## src/rtl/lfpd_pkg.sv

```systemverilog
// shared types, constants and register codes for the line follower drive core
`timescale 1ns / 1ps
`default_nettype none
package lfpd_pkg;

   localparam int POS_W    = 12;
   localparam int SENSE_W  = 10;
   localparam int SPEED_W  = 8;
   localparam int STATUS_W = 2;
   localparam int CSR_AW   = 4;
   localparam int CSR_DW   = 32;

   // internal arithmetic widths
   localparam int ERR_W   = 12;
   localparam int DERIV_W = 13;
   localparam int REM_W   = 15;
   localparam int QUO_W   = 19;
   localparam int PTERM_W = 8;
   localparam int DTERM_W = 14;
   localparam int CORR_W  = 20;

   localparam logic [POS_W-1:0] POS_MAX    = 12'd4000;
   localparam logic [POS_W-1:0] POS_CENTRE = 12'd2000;

   // error/20 as multiply by 3277 and shift by 16, exact for magnitudes up to 2000
   localparam logic [11:0] RECIP_20    = 12'd3277;
   localparam int          RECIP_SHIFT = 16;

   // integral kept as quotient and remainder of division by 10000
   localparam logic signed [REM_W-1:0] INT_DIV     = 15'sd10000;
   localparam logic signed [REM_W-1:0] REM_SAT_HI  = 15'sd3647;
   localparam logic signed [REM_W-1:0] REM_SAT_LO  = -15'sd3648;
   localparam logic signed [QUO_W-1:0] QUO_SAT     = 19'sd214748;
   localparam logic signed [QUO_W-1:0] QUO_ONE     = 19'sd1;

   localparam logic [SPEED_W-1:0] START_SPEED_RST = 8'd100;
   localparam logic [SPEED_W-1:0] SPEED_CAP_RST   = 8'd255;
   localparam logic [SENSE_W-1:0] WHITE_LEVEL_RST = 10'd100;
   localparam logic [SENSE_W-1:0] LINE_LEVEL_RST  = 10'd200;

   typedef enum logic [1:0] {
      CSR_START_SPEED = 2'd0,
      CSR_SPEED_CAP   = 2'd1,
      CSR_WHITE_LEVEL = 2'd2,
      CSR_LINE_LEVEL  = 2'd3
   } csr_idx_type;

   typedef enum logic [STATUS_W-1:0] {
      STAT_FOLLOW = 2'd0,
      STAT_CENTRE = 2'd1,
      STAT_BRANCH = 2'd2,
      STAT_HALT   = 2'd3
   } status_type;

   typedef struct packed {
      logic [POS_W-1:0]   position;
      logic [SENSE_W-1:0] sense_far_left;
      logic [SENSE_W-1:0] sense_left;
      logic [SENSE_W-1:0] sense_middle;
      logic [SENSE_W-1:0] sense_right;
      logic [SENSE_W-1:0] sense_far_right;
   } item_type;

   typedef struct packed {
      logic [SPEED_W-1:0] speed_cap;
      logic [SENSE_W-1:0] white_level;
      logic [SENSE_W-1:0] line_level;
      logic               speed_wr;
      logic [SPEED_W-1:0] speed_wdata;
   } cfg_type;

   typedef struct packed {
      logic signed [PTERM_W-1:0] p_term;
      logic signed [QUO_W-1:0]   i_term;
      logic signed [DTERM_W-1:0] d_term;
      logic [SPEED_W-1:0]        lim;
      logic [SPEED_W-1:0]        speed_now;
      status_type                status;
      logic                      stop;
   } terms_type;

endpackage
`default_nettype wire

```

## src/rtl/line_follow_pid_drive_core.sv

```systemverilog
// top level of the pid line follower drive core: csr block, pipeline control, result register
// a word passes the input register, the pid terms register and the result register
// throughput: one word per cycle unless rsp_ready stalls; the state stage updates the
// integral, last error and speed limit per word, so consecutive words see each other's state
// reset (synchronous, active high) empties the pipe, loads the csr defaults,
// sets the speed limit to start_speed and clears integral, last error and halt
`timescale 1ns / 1ps
`default_nettype none
module line_follow_pid_drive_core
   import lfpd_pkg::*;
(
   input  wire logic               clock,
   input  wire logic               reset,

   input  wire logic               req_valid,
   output      logic               req_ready,
   input  wire logic [POS_W-1:0]   req_position,
   input  wire logic [SENSE_W-1:0] req_sense_far_left,
   input  wire logic [SENSE_W-1:0] req_sense_left,
   input  wire logic [SENSE_W-1:0] req_sense_middle,
   input  wire logic [SENSE_W-1:0] req_sense_right,
   input  wire logic [SENSE_W-1:0] req_sense_far_right,

   output      logic               rsp_valid,
   input  wire logic               rsp_ready,
   output      logic [SPEED_W-1:0] rsp_left_drive,
   output      logic [SPEED_W-1:0] rsp_right_drive,
   output      logic [STATUS_W-1:0] rsp_status,
   output      logic [SPEED_W-1:0] rsp_speed_now,

   input  wire logic               psel,
   input  wire logic               penable,
   input  wire logic               pwrite,
   input  wire logic [CSR_AW-1:0]  paddr,
   input  wire logic [CSR_DW-1:0]  pwdata,
   output      logic [CSR_DW-1:0]  prdata,
   output      logic               pready
);

   logic [SPEED_W-1:0] start_speed_ff, start_speed_in;
   logic [SPEED_W-1:0] speed_cap_ff, speed_cap_in;
   logic [SENSE_W-1:0] white_level_ff, white_level_in;
   logic [SENSE_W-1:0] line_level_ff, line_level_in;

   logic        csr_wr;
   csr_idx_type csr_idx;
   cfg_type     cfg;

   logic     s1_valid_ff, s2_valid_ff, rsp_valid_ff;
   logic     out_en, s2_en, s1_en;
   item_type item_ff;
   terms_type terms;

   logic [SPEED_W-1:0] left_drive, right_drive, speed_now;
   status_type         status;

   logic [SPEED_W-1:0] rsp_left_drive_ff, rsp_right_drive_ff, rsp_speed_now_ff;
   status_type         rsp_status_ff;

   // configuration registers
   assign pready  = 1'b1;
   assign csr_wr  = psel && penable && pwrite;
   assign csr_idx = csr_idx_type'(paddr[3:2]);

   always_comb begin
      start_speed_in = start_speed_ff;
      speed_cap_in   = speed_cap_ff;
      white_level_in = white_level_ff;
      line_level_in  = line_level_ff;
      if (csr_wr) begin
         case (csr_idx)
            CSR_START_SPEED: start_speed_in = pwdata[SPEED_W-1:0];
            CSR_SPEED_CAP:   speed_cap_in   = pwdata[SPEED_W-1:0];
            CSR_WHITE_LEVEL: white_level_in = pwdata[SENSE_W-1:0];
            CSR_LINE_LEVEL:  line_level_in  = pwdata[SENSE_W-1:0];
            default: ;
         endcase
      end
   end

   always_ff @(posedge clock) begin
      if (reset) begin
         start_speed_ff <= START_SPEED_RST;
         speed_cap_ff   <= SPEED_CAP_RST;
         white_level_ff <= WHITE_LEVEL_RST;
         line_level_ff  <= LINE_LEVEL_RST;
      end else begin
         start_speed_ff <= start_speed_in;
         speed_cap_ff   <= speed_cap_in;
         white_level_ff <= white_level_in;
         line_level_ff  <= line_level_in;
      end
   end

   always_comb begin
      case (csr_idx)
         CSR_START_SPEED: prdata = CSR_DW'(start_speed_ff);
         CSR_SPEED_CAP:   prdata = CSR_DW'(speed_cap_ff);
         CSR_WHITE_LEVEL: prdata = CSR_DW'(white_level_ff);
         CSR_LINE_LEVEL:  prdata = CSR_DW'(line_level_ff);
         default:         prdata = '0;
      endcase
   end

   assign cfg.speed_cap   = speed_cap_ff;
   assign cfg.white_level = white_level_ff;
   assign cfg.line_level  = line_level_ff;
   assign cfg.speed_wr    = csr_wr && (csr_idx == CSR_START_SPEED);
   assign cfg.speed_wdata = pwdata[SPEED_W-1:0];

   // each stage moves when it is empty or the stage after it moves
   assign out_en    = !rsp_valid_ff || rsp_ready;
   assign s2_en     = !s2_valid_ff || out_en;
   assign s1_en     = !s1_valid_ff || s2_en;
   assign req_ready = s1_en;

   always_ff @(posedge clock) begin
      if (reset) begin
         s1_valid_ff  <= 1'b0;
         s2_valid_ff  <= 1'b0;
         rsp_valid_ff <= 1'b0;
      end else begin
         if (s1_en) begin
            s1_valid_ff <= req_valid;
         end
         if (s2_en) begin
            s2_valid_ff <= s1_valid_ff;
         end
         if (out_en) begin
            rsp_valid_ff <= s2_valid_ff;
         end
      end
   end

   always_ff @(posedge clock) begin
      if (req_valid && s1_en) begin
         item_ff.position        <= req_position;
         item_ff.sense_far_left  <= req_sense_far_left;
         item_ff.sense_left      <= req_sense_left;
         item_ff.sense_middle    <= req_sense_middle;
         item_ff.sense_right     <= req_sense_right;
         item_ff.sense_far_right <= req_sense_far_right;
      end
   end

   lfpd_loop u_loop (
      .clock      (clock),
      .reset      (reset),
      .item_valid (s1_valid_ff),
      .advance    (s2_en),
      .item       (item_ff),
      .cfg        (cfg),
      .terms      (terms)
   );

   lfpd_steer u_steer (
      .terms       (terms),
      .left_drive  (left_drive),
      .right_drive (right_drive),
      .status      (status),
      .speed_now   (speed_now)
   );

   always_ff @(posedge clock) begin
      if (s2_valid_ff && out_en) begin
         rsp_left_drive_ff  <= left_drive;
         rsp_right_drive_ff <= right_drive;
         rsp_status_ff      <= status;
         rsp_speed_now_ff   <= speed_now;
      end
   end

   assign rsp_valid       = rsp_valid_ff;
   assign rsp_left_drive  = rsp_left_drive_ff;
   assign rsp_right_drive = rsp_right_drive_ff;
   assign rsp_status      = rsp_status_ff;
   assign rsp_speed_now   = rsp_speed_now_ff;

   a_ready_full: assert property (@(posedge clock) disable iff (reset)
      !req_ready |-> (s1_valid_ff && s2_valid_ff && rsp_valid_ff))
      else $error("input stalled with a free pipeline stage");

   a_drive_bound: assert property (@(posedge clock) disable iff (reset)
      rsp_valid_ff |-> ((rsp_left_drive_ff <= rsp_speed_now_ff) &&
                        (rsp_right_drive_ff <= rsp_speed_now_ff)))
      else $error("wheel drive above speed limit");

endmodule
`default_nettype wire

```

## src/rtl/lfpd_loop.sv

```systemverilog
// state stage: error, integral, derivative, speed limit and halt state, registers pid terms
`timescale 1ns / 1ps
`default_nettype none
module lfpd_loop
   import lfpd_pkg::*;
(
   input  wire logic      clock,
   input  wire logic      reset,
   input  wire logic      item_valid,
   input  wire logic      advance,
   input  wire item_type  item,
   input  wire cfg_type   cfg,
   output      terms_type terms
);

   logic [SPEED_W-1:0]      speed_ff, speed_in;
   logic signed [QUO_W-1:0] quo_ff, quo_in;
   logic signed [REM_W-1:0] rem_ff, rem_in;
   logic signed [ERR_W-1:0] prior_ff, prior_in;
   logic                    halted_ff, halted_in;
   terms_type               terms_ff, terms_in;

   logic                      go;
   logic [POS_W-1:0]          pos_sat;
   logic signed [ERR_W-1:0]   err;
   logic                      err_neg;
   logic [ERR_W-1:0]          mag_full;
   logic [22:0]               prod;
   logic [6:0]                p_quo;
   logic signed [DERIV_W-1:0] deriv;
   logic signed [REM_W-1:0]   d3, d_adj;
   logic signed [REM_W-1:0]   t, t1;
   logic signed [QUO_W-1:0]   q1;
   logic                      q_pos;
   logic                      w_fl, w_l, w_m, w_r, w_fr;
   logic                      all_white, centre_white, branch;
   logic [SPEED_W-1:0]        speed_up;

   assign go = item_valid && advance;

   always_comb begin
      pos_sat = (item.position > POS_MAX) ? POS_MAX : item.position;
      err     = signed'(pos_sat - POS_CENTRE);

      // proportional term: truncating divide by 20 on the magnitude
      err_neg  = err[ERR_W-1];
      mag_full = err_neg ? (~err + 1'b1) : err;
      prod     = 23'(mag_full[10:0]) * 23'(RECIP_20);
      p_quo    = prod[RECIP_SHIFT+6:RECIP_SHIFT];
      terms_in.p_term = err_neg ? -signed'({1'b0, p_quo}) : signed'({1'b0, p_quo});

      // derivative term: 3*deriv/2 rounded toward zero
      deriv = {err[ERR_W-1], err} - {prior_ff[ERR_W-1], prior_ff};
      d3    = {{2{deriv[DERIV_W-1]}}, deriv} + {deriv[DERIV_W-1], deriv, 1'b0};
      d_adj = d3 + {{(REM_W-1){1'b0}}, d3[REM_W-1]};
      terms_in.d_term = d_adj[REM_W-1:1];

      // integral: add error to remainder, renormalize so remainder sign follows the sum
      t     = rem_ff + {{(REM_W-ERR_W){err[ERR_W-1]}}, err};
      q_pos = !quo_ff[QUO_W-1] && (quo_ff != '0);
      q1    = quo_ff;
      t1    = t;
      if (t >= INT_DIV) begin
         q1 = quo_ff + QUO_ONE;
         t1 = t - INT_DIV;
      end else if (t <= -INT_DIV) begin
         q1 = quo_ff - QUO_ONE;
         t1 = t + INT_DIV;
      end else if (q_pos && t[REM_W-1]) begin
         q1 = quo_ff - QUO_ONE;
         t1 = t + INT_DIV;
      end else if (quo_ff[QUO_W-1] && !t[REM_W-1] && (t != '0)) begin
         q1 = quo_ff + QUO_ONE;
         t1 = t - INT_DIV;
      end
      // 32-bit signed saturation of the running sum
      if (q1 == QUO_SAT && t1 > REM_SAT_HI) begin
         t1 = REM_SAT_HI;
      end
      if (q1 == -QUO_SAT && t1 < REM_SAT_LO) begin
         t1 = REM_SAT_LO;
      end
      terms_in.i_term = q1;

      w_fl = item.sense_far_left  < cfg.white_level;
      w_l  = item.sense_left      < cfg.white_level;
      w_m  = item.sense_middle    < cfg.white_level;
      w_r  = item.sense_right     < cfg.white_level;
      w_fr = item.sense_far_right < cfg.white_level;
      all_white    = w_fl && w_l && w_m && w_r && w_fr;
      centre_white = w_l && w_m && w_r;
      branch       = (item.sense_far_left > cfg.line_level) ||
                     (item.sense_far_right > cfg.line_level);
      speed_up = (speed_ff < cfg.speed_cap) ? speed_ff + 1'b1 : speed_ff;

      speed_in  = speed_ff;
      quo_in    = quo_ff;
      rem_in    = rem_ff;
      prior_in  = prior_ff;
      halted_in = halted_ff;
      terms_in.lim    = speed_ff;
      terms_in.status = STAT_FOLLOW;
      terms_in.stop   = 1'b0;

      if (halted_ff) begin
         terms_in.status = STAT_HALT;
         terms_in.stop   = 1'b1;
      end else if (all_white) begin
         terms_in.status = STAT_HALT;
         terms_in.stop   = 1'b1;
         if (go) begin
            halted_in = 1'b1;
         end
      end else if (centre_white) begin
         terms_in.status = STAT_CENTRE;
         if (go) begin
            speed_in = speed_up;
            quo_in   = '0;
            rem_in   = '0;
            prior_in = '0;
         end
      end else if (branch) begin
         terms_in.status = STAT_BRANCH;
         if (go) begin
            quo_in   = '0;
            rem_in   = '0;
            prior_in = '0;
         end
      end else if (go) begin
         quo_in   = q1;
         rem_in   = t1;
         prior_in = err;
      end

      terms_in.speed_now = (!halted_ff && !all_white && centre_white) ? speed_up : speed_ff;

      // start_speed write reloads the limit; write it only while the pipe is empty (not enforced here)
      if (cfg.speed_wr) begin
         speed_in = cfg.speed_wdata;
      end
   end

   always_ff @(posedge clock) begin
      if (reset) begin
         speed_ff  <= START_SPEED_RST;
         quo_ff    <= '0;
         rem_ff    <= '0;
         prior_ff  <= '0;
         halted_ff <= 1'b0;
      end else begin
         speed_ff  <= speed_in;
         quo_ff    <= quo_in;
         rem_ff    <= rem_in;
         prior_ff  <= prior_in;
         halted_ff <= halted_in;
      end
   end

   always_ff @(posedge clock) begin
      if (go) begin
         terms_ff <= terms_in;
      end
   end

   assign terms = terms_ff;

   a_halt_sticky: assert property (@(posedge clock) disable iff (reset)
      halted_ff |=> halted_ff)
      else $error("halt state cleared without reset");

   a_rem_range: assert property (@(posedge clock) disable iff (reset)
      (rem_ff < INT_DIV) && (rem_ff > -INT_DIV))
      else $error("integral remainder out of range");

   a_rem_sign: assert property (@(posedge clock) disable iff (reset)
      ((!quo_ff[QUO_W-1] && (quo_ff != '0)) |-> !rem_ff[REM_W-1]) and
      (quo_ff[QUO_W-1] |-> (rem_ff[REM_W-1] || (rem_ff == '0))))
      else $error("integral remainder sign disagrees with quotient");

endmodule
`default_nettype wire

```

## src/rtl/lfpd_steer.sv

```systemverilog
// output stage logic: sums pid terms, clamps to the speed limit and splits onto the wheels
`timescale 1ns / 1ps
`default_nettype none
module lfpd_steer
   import lfpd_pkg::*;
(
   input  wire terms_type          terms,
   output      logic [SPEED_W-1:0] left_drive,
   output      logic [SPEED_W-1:0] right_drive,
   output      status_type         status,
   output      logic [SPEED_W-1:0] speed_now
);

   logic signed [CORR_W-1:0] corr, corr_c, lim_s, lsum, rdiff;

   always_comb begin
      corr = {{(CORR_W-PTERM_W){terms.p_term[PTERM_W-1]}}, terms.p_term}
           + {{(CORR_W-QUO_W){terms.i_term[QUO_W-1]}}, terms.i_term}
           + {{(CORR_W-DTERM_W){terms.d_term[DTERM_W-1]}}, terms.d_term};
      lim_s = signed'({{(CORR_W-SPEED_W){1'b0}}, terms.lim});
      if (corr > lim_s) begin
         corr_c = lim_s;
      end else if (corr < -lim_s) begin
         corr_c = -lim_s;
      end else begin
         corr_c = corr;
      end
      lsum  = lim_s + corr_c;
      rdiff = lim_s - corr_c;

      if (terms.stop) begin
         left_drive  = '0;
         right_drive = '0;
      end else if (corr_c[CORR_W-1]) begin
         left_drive  = lsum[SPEED_W-1:0];
         right_drive = terms.lim;
      end else begin
         left_drive  = terms.lim;
         right_drive = rdiff[SPEED_W-1:0];
      end
      status    = terms.status;
      speed_now = terms.speed_now;
   end

endmodule
`default_nettype wire
```

## config.mk

```make
export PLATFORM = sky130hd
export DESIGN_NAME = line_follow_pid_drive_core
export DESIGN_NICKNAME = d
export VERILOG_FILES = /design/src/rtl/lfpd_pkg.sv /design/src/rtl/line_follow_pid_drive_core.sv /design/src/rtl/lfpd_loop.sv /design/src/rtl/lfpd_steer.sv
export SDC_FILE = /design/constraint.sdc
export NUM_CORES = 1
export LEC_CHECK = 0
export BUFFER_PORTS_ARGS = -buffer_cell sky130_fd_sc_hd__buf_4
export CAP_MARGIN = 5
export CORE_UTILIZATION = 56
export CTS_CLUSTER_DIAMETER = 150
export DETAILED_ROUTE_END_ITERATION = 8
export MAX_ROUTING_LAYER = met4
export PLACE_DENSITY = 0.86
export SYNTH_ARGS = -nofsm -noshare
export SYNTH_HDL_FRONTEND = slang
export SYNTH_SLANG_ARGS = --single-unit
export TNS_END_PERCENT = 20
```

## constraint.sdc

```tcl
create_clock -name clock -period 7.8 [get_ports clock]
set_input_delay 0.39 -clock clock [delete_from_list [all_inputs] [get_ports clock]]
set_output_delay 0.39 -clock clock [all_outputs]
set_load 0.005 [all_outputs]
```

After elaboration in Yosys (flattened, before gate mapping)
Index checks and enable logic that the tools add are counted.
{"block": "op_classes", "addsub": 17, "mul": 1, "magnitude_cmp": 15, "n_eq_ne": 7, "muxes": 43, "n_bitwise": 3, "reduce_logical": 45}
{"operator": "2-to-1 mux 19 bit", "n": 8}
{"operator": "2-to-1 mux 15 bit", "n": 10}
{"operator": "case mux 32 bit (4 select lines)", "n": 1}
{"operator": "2-to-1 mux 8 bit", "n": 9}
{"operator": "2-to-1 mux 12 bit", "n": 5}
{"operator": "less-than comparator 10 bit", "n": 5}
{"operator": "2-to-1 mux 20 bit", "n": 2}
{"operator": "== test 19 bit (second input constant)", "n": 2}
{"operator": "multiplier 11 x 12 -> 23 bit (second input constant)", "n": 1}
{"operator": "adder 20 bit", "n": 1}
{"operator": "adder 8 x 19 -> 20 bit", "n": 1}
{"operator": "greater-than comparator 10 bit", "n": 2}
{"operator": "greater-than comparator 20 x 9 -> 1 bit", "n": 1}
{"operator": "logical AND 1 bit", "n": 20}
{"operator": "less-than comparator 20 bit", "n": 1}
{"operator": "negation 8 -> 20 bit", "n": 1}
{"operator": "adder 19 x 2 -> 19 bit (second input constant)", "n": 1}
{"operator": "nonzero test 19 bit", "n": 1}
{"operator": "subtractor 19 x 2 -> 19 bit (second input constant)", "n": 1}
{"operator": "adder 13 x 14 -> 15 bit", "n": 1}
{"operator": "adder 15 x 1 -> 15 bit", "n": 1}
{"operator": "adder 15 bit", "n": 1}
{"operator": "adder 15 bit (second input constant)", "n": 1}
{"operator": "greater-or-equal comparator 15 bit (second input constant)", "n": 1}
{"operator": "33 further kinds", "n": 53}
{"block": "totals", "register_bits": 242, "inputBits": 105, "out_inout_bits": 61, "wordCells": 162}

Depth between registers and ports, before layout
Gate-level depths: netlist of the first run.
{"block": "depth", "word_depth": 20, "ltp_mapped": 38, "ltp_nobuf": 37}

Hierarchy
A second synthesis of the first run with hierarchy kept.
{"block": "unflattened", "cells_unflattened": 2218, "hier_area_um2": 20622.3}
{"mod": "lfpd_loop", "n_inst": 1, "cells_each": 1452, "area_each_um2": 12441.9, "seq_area_each_um2": 2902.8}
{"mod": "line_follow_pid_drive_core", "n_inst": 1, "cells_each": 286, "area_each_um2": 4653.2, "seq_area_each_um2": 3423.3}
{"mod": "lfpd_steer", "n_inst": 1, "cells_each": 480, "area_each_um2": 3527.1, "seq_area_each_um2": 0.0}

Least setup slack after synthesis of the first run
No wires, ideal clock.
{"block": "synth_path", "kind": "register to register", "from": "register item_ff[52] in the netlist's numbering", "to": "register u_loop.terms_ff (netlist bit u_loop.terms[58]), data pin", "setup_time_ps": 264, "arrival_ps": 7759, "required_time_ps": 7536, "setup_slack_ps": -223, "stages_incl_launch_ff": 29, "path_buffers": 0, "synth_period_minus_slack_ps": 8023, "cell_sequence": "edfxtp_1 or4_1 o31a_1 o211ai_1 and2_1 inv_1 or4_1 o31ai_1 xnor2_1 ha_1 fa_1 fa_1 inv_1 fa_1 inv_1 fa_1 ha_1 a21o_1 a21oi_1 nor3b_1 o311ai_2 a31oi_1 o21bai_2 a21o_1 a21oi_1 nor2b_1 o211a_1 a2111oi_2 xnor2_1"}
{"element": "start: declaration", "line": "line_follow_pid_drive_core.sv:51", "text": "item_type item_ff;"}
{"element": "end signal: assignment", "line": "lfpd_loop.sv:161", "text": "terms_ff <= terms_in;"}
{"element": "end: declaration", "line": "lfpd_loop.sv:21", "text": "terms_type terms_ff, terms_in;"}

==> flow_summary.toml, run 1 <==
[synthesis]
dominantRegCellSynth = "edfxtp_1"
netlist_instances = 1997
netlist.area_leader.share = 0.231
yosysUniqueCellTypes = 85
yosys_warnings = 0
synth_edf_count = 148
syn_area_per_cell_sq_um = 9.64
yosys.area.top_type = "edfxtp_1"
async_flop_share = 0
synthTopCellsByArea = "edfxtp_1 23%, ha_1 16%, dfxtp_1 9.8%, fa_1 5.8%, xnor2_1 4.5%"
ys_ff_latch = 242
synthesis.area_sq_um = 19300
synth_seq_area_share = 0.328

[floorplanning]
die_y_microns = 187
row_count = 67
die_area_sq_um = 35100
start_util = 0.572
core_area_sq_um = 33700
die_w_microns = 187
io_pins = 166

[pwr]
power.leakage_nw = 9.70
vdd_drop_max_mv = 0.338
power_density_nw_per_um2 = 428
total_power_mw = 9.40

[cells_and_area]
multi_input_area_sq_um = 12100
nFillCells = 2481
fin_nets = 2551
drive_gt1_frac = 0.144
n_antenna_cell = 0
seq_area_sq_um = 6330
syn2layout_area_growth_pct = 14.1

[flow_run]
maxCapViolations = 0

[route]
drtAntennaViolNets = 0
dr.pass1.iters = 5
routedWlPerCell_microns = 17.8
vias = 15700
drt_wl_total_mm = 46.4
drc = 0
drt-initial-drc-count = 1214
drt-vias-per-instance = 6.00

[sta]
tightest_slew_ns = 1.22
fin_crit_sh = 1.03
worst_slack_ns = -0.249
period_needed_ns = 8.05
rsz0062_at_grt = "yes"
finClkSkew_ns = 0.0233
hold_ws_ns = 0.0168
hold_violations = 0
final-setup-viol-count = 3
slew_headroom = 0.181
slew_viol_final = 0
fmaxAchievable_mhz = 124

[min_path]
min_path_type = "input pin to register"

[grt]
grt_pass1_wl_mm = 74.7
grt_pass1_vias = 15600
grt_max_degree = 75
gr-total-overflow = 0
antenna_found_initial = 0
track_usage = 0.263

[clock_tree]
ctsLongestPathBuffers = 3
path_clk_slew_ns = 0.06
clock-sinks = 242
cts_root_buffer = "clkbuf_16"
cts_hold_buf = 0
clk_latency_ns = 0.55
cts_tree = "built"
cts_inserted_buffers = 27
cts_max_level = 1

[worst_setup_path]
required_ns = 8.08
critPathMaxStageDelay_ns = 0.55
cp_max_fo = 4
r2r_slack_ns = -0.25
cp_data_arrival_time_ns = 8.33
worstSetupStartpointType = "register"
critical_path_class = "register to register"
crit_family = "compound AO/OA/AOI/OAI gates"
crit_buf_inv = 4
slowest_stage = "fa_2"
endpoint_kind = "register"

[outcome]
violations = "setup timing"
outcome = "finished with violations"

[placement]
dp.final_hpwl_mm = 34.5
gp_congestion = 0.934
port_buffers = 118
## final timing paths
check / startpoint / to / cells after the start
max: item_ff[51] / u_loop.terms[58] / 29
max reg2reg: item_ff[51] / u_loop.terms[58] / 29
min: req_position[2] / item_ff[52] / 1
min reg2reg: u_loop.terms[4] / rsp_speed_now[1] / 0
## Yosys cell counts (36+ instances only)
cell / instances
o21ai_0: 59
a21oi_1: 135
clkbuf_1: 48
xnor2_1: 98
inv_1: 194
edfxtp_1: 148
dfxtp_1: 94
nor2_1: 156
nand2_1: 106
fa_1: 56
nor3_1: 47
ha_1: 250
nand3_1: 47
xor2_1: 41
a21o_1: 66
mux2i_1: 36
## final cells by class
cell class | count | share of cell area
Sequential cell | 242 | 0.288
Inverter | 196 | 0.0335
Clock inverter | 8 | 0.00262
Multi-Input combinational cell | 1496 | 0.552
Tap cell | 448 | 0.0255
Clock buffer | 42 | 0.0377
Timing Repair Buffer | 177 | 0.0605
## through the flow
| step | instances | setup TNS (ns) | util | setup slack (ns) | instance area [sq um] |
|---|---|---|---|---|---|
| CTS | 2594 | 0 | 0.643 | 0.00514 | 21700 |
| global placement | 2537 | 0 | 0.614 | 0.0478 | 20700 |
| floorplan | 2018 | 0 | - | 0.0398 | 19400 |
| global route | 2609 | -1.78 | 0.652 | -0.484 | 22000 |
| finish | 2609 | -0.317 | 0.652 | -0.249 | 22000 |
| detailed placement | 2537 | -0.541 | 0.614 | -0.240 | 20700 |
## registers in the layout, indices dropped and copies added, names as in the netlist, 2 cells and up
| name | count |
|---|---|
| u_loop.speed_ff | 8 |
| white_level_ff | 10 |
| start_speed_ff | 8 |
| u_loop.prior_ff | 12 |
| rsp_left_drive | 8 |
| speed_cap_ff | 8 |
| line_level_ff | 10 |
| u_loop.rem_ff | 15 |
| rsp_right_drive | 8 |
| rsp_speed_now | 8 |
| u_loop.terms | 60 |
| rsp_status | 2 |
| item_ff | 62 |
| u_loop.quo_ff | 19 |
## where the power goes
part / switching [mW] / internal, mW / total (mW)
sequential: 0.0729 / 1.63 / 1.70
clock: 0.515 / 0.733 / 1.25
combinational: 3.52 / 2.94 / 6.46
## layout by cell type (no fill, tap or decap), drive strengths merged, types with 6 or more instances in the layout
cell type	count
and2	13
nand3	47
and3	15
a211oi	24
o22ai	13
edfxtp	148
ha	250
nand4	14
conb	23
fa	56
nor2	156
o31ai	12
clkbuf	42
mux4	8
xnor2	98
nand2	106
a31oi	19
a211o	7
o211a	7
o21a	19
or2	7
nor3	47
o21ai	67
nor4	15
a22oi	6
a21o	66
buf	177
a221oi	6
xor2	41
o2111ai	10
o211ai	26
o21bai	23
nor2b	16
a21oi	137
inv	198
dfxtp	94
mux2i	36
nand2b	19
or3	12
## metal layers
| metal | wire length, microns | vias up | GRT usage |
|---|---|---|---|
| li1 | - | 7429 | - |
| met1 | 19500 | 7530 | 0.322 |
| met2 | 23000 | 558 | 0.449 |
| met3 | 2430 | 139 | 0.0300 |
| met4 | 1590 | 0 | 0.0904 |
| met5 | 0 | - | - |
## worst reg2reg max path: cells and delay by family, from the launching register on
family	cells	cell delay (ns)
AND/OR/NAND/NOR	5	1.43
buffers and inverters	4	0.33
flip-flops	1	0.43
XOR/XNOR	2	0.31
AO/OA/AOI/OAI	12	2.88
adder cells (fa/ha/maj)	6	2.40
## cells by family after synthesis
family          share of synthesized area
xor+xnor                           0.0632
other cells                      0.000390
simple gates                        0.123
mux                                0.0298
compound gates                      0.174
fa+ha+maj                           0.221
flops                               0.328
buf+inv                            0.0599
## what timing repair did
action | in CTS | in global routing
setup endpoints to repair | 3 | 8
setup buffers | 7 | 15
resized for setup | 4 | 36
pin swaps | 6 | 28
hold endpoints to repair | 0 | 0
Note: power is estimated with default switching activity, not from simulation.
==> run 2: changes to the inputs <==
- CORE_ASPECT_RATIO: not set -> 0.9
- CORE_UTILIZATION: 56 -> 65
- HOLD_SLACK_MARGIN: not set -> 0.1
- PLACE_DENSITY: 0.86 -> 0.93
- clock period: 7.8 -> 10.43 ns (I/O delays scaled with it)
==> run 2 against run 1 <==
Compared with the run above:
- the flow now finishes without violations
- hold slack better by 0.13 ns
- clock skew up 0.0039 ns
- maximum frequency down 13%
- sequential power down 25%
- sequential share of layout area up 0.91 points
- die area down 14%
- critical path depth unchanged
==> flow_summary.toml, run 2 (same netlist as run 1, synthesis figures left out) <==
[outcome]
outcome = "completed"

[cells_and_area]
top_register = "item_ff"
syn2layout_area_growth_pct = 10.6
utilization = 0.734
final_cell_mix = "250 x ha_1, 194 x inv_1, 156 x nor2_1, 148 x edfxtp_1, 135 x a21oi_1"
fin_nets = 2501
largest_register_ffs = 62
layout_commonest_cell = "ha_1"
n_antenna_cell = 0
drive_gt1_frac = 0.105

[pwr]
power.leakage_nw = 9.40
vdd_drop_max_mv = 0.257
total_power_mw = 6.60
power_density_nw_per_um2 = 310

[sta]
slew_viol_final = 0
hold_ws_ns = 0.142
period_needed_ns = 9.23
slew_headroom = 0.118
tightest_slew_ns = 1.31
hold_violations = 0
setup_tns_ns = 0
fmaxAchievable_mhz = 108
final-setup-viol-count = 0
fin_crit_sh = 0.885
rsz0062_at_grt = "no"
worst_slack_ns = 1.20
finClkSkew_ns = 0.0272

[clock_tree]
path_clk_slew_ns = 0.07
cts_hold_buf = 0
ctsLongestPathBuffers = 3
clk_latency_ns = 0.55
cts_root_buffer = "clkbuf_16"
cts-resized-gates = 0
postCtsSetupBuffers = 0
cts_inserted_buffers = 26
cts_tree = "built"
clock-sinks = 242
cts_max_level = 1

[worst_setup_path]
critical_path_class = "register to register"
required_ns = 10.70
crit_buf_inv = 2
cp_max_fo = 9
slowest_stage = "or4_1"
critPathMaxStageDelay_ns = 0.61
crit_family = "adder cells"
worstSetupStartpointType = "register"
crit_top_cell = "fa_1"
cp_data_arrival_time_ns = 9.51
endpoint_kind = "register"

[grt]
antenna_found_initial = 0
grt_max_degree = 75
grt_pass1_wl_mm = 76.7
track_usage = 0.323
gr-total-overflow = 0
grt_pass1_vias = 16000

[route]
drt-vias-per-instance = 6.44
drt-initial-drc-count = 1508
drtAntennaViolNets = 0
vias = 16100
routedWlPerCell_microns = 19.1
dr.pass1.iters = 6
drt_wl_total_mm = 47.9
drc = 0

[placement]
pre_cts_ws_ns = 1.40
gp_congestion = 0.959
dp.final_hpwl_mm = 34.8
port_buffers = 118

[flow_run]
maxCapViolations = 0

[floorplanning]
row_count = 59
die_area_sq_um = 30300
start_util = 0.664
die_w_microns = 183
core_area_sq_um = 29000
die_y_microns = 165
io_pins = 166

[min_path]
min_path_type = "input pin to register"
==> run 2: worst paths after layout <==
check | start | end | slack, ns | cells past startpoint
worst min register to register | u_loop.terms[8] | rsp_speed_now[5] | 0.43 | 0
worst min-delay path | req_sense_far_left[1] | item_ff[41] | 0.14 | 1
worst max-delay path | item_ff[52] | u_loop.terms[57] | 1.20 | 29
worst max register to register | item_ff[52] | u_loop.terms[57] | 1.20 | 29
==> run 2: layout make-up <==
| type | instances | area, sq um |
|---|---|---|
| Tap cell | 396 | 495 |
| Sequential cell | 242 | 6330 |
| Timing Repair Buffer | 128 | 961 |
| Clock buffer | 36 | 751 |
| Fill cell | 1751 | 7720 |
| Inverter | 196 | 736 |
| Multi-Input combinational cell | 1496 | 11900 |
| Clock inverter | 12 | 140 |
==> run 2: where the power goes <==
group	leakage [nW]	switching, mW	internal (mW)
clock	0.428	0.403	0.558
sequential	2.16	0.0562	1.22
combinational	6.81	2.48	1.89
total	9.40	2.94	3.66
==> run 2: layer usage <==
layer  global-route usage  vias to the layer above  wire [microns]
met1                0.386                     7649           18500
met2                0.538                      911           23000
li1                     -                     7344               -
met5                    -                        -               0
met4                0.153                        0            2120
met3               0.0489                      233            4310
==> run 2: stage by stage <==
step           cells  instance area (sq um)
2_1_floorplan   2018                  19300
3_3_place_gp    2458                  20400
3_5_place_dp    2458                  20400
4_1_cts         2506                  21300
5_1_grt         2506                  21300
6_report        2506                  21300
==> run 2: worst register-to-register path, delay by kind of cell, from the launching register on <==
family	cells	cell delay, ns
AO/OA/AOI/OAI	10	2.54
adder cells (fa/ha/maj)	7	3.10
XOR/XNOR	3	0.82
buffers and inverters	2	0.12
AND/OR/NAND/NOR	7	1.93
flip-flops	1	0.48
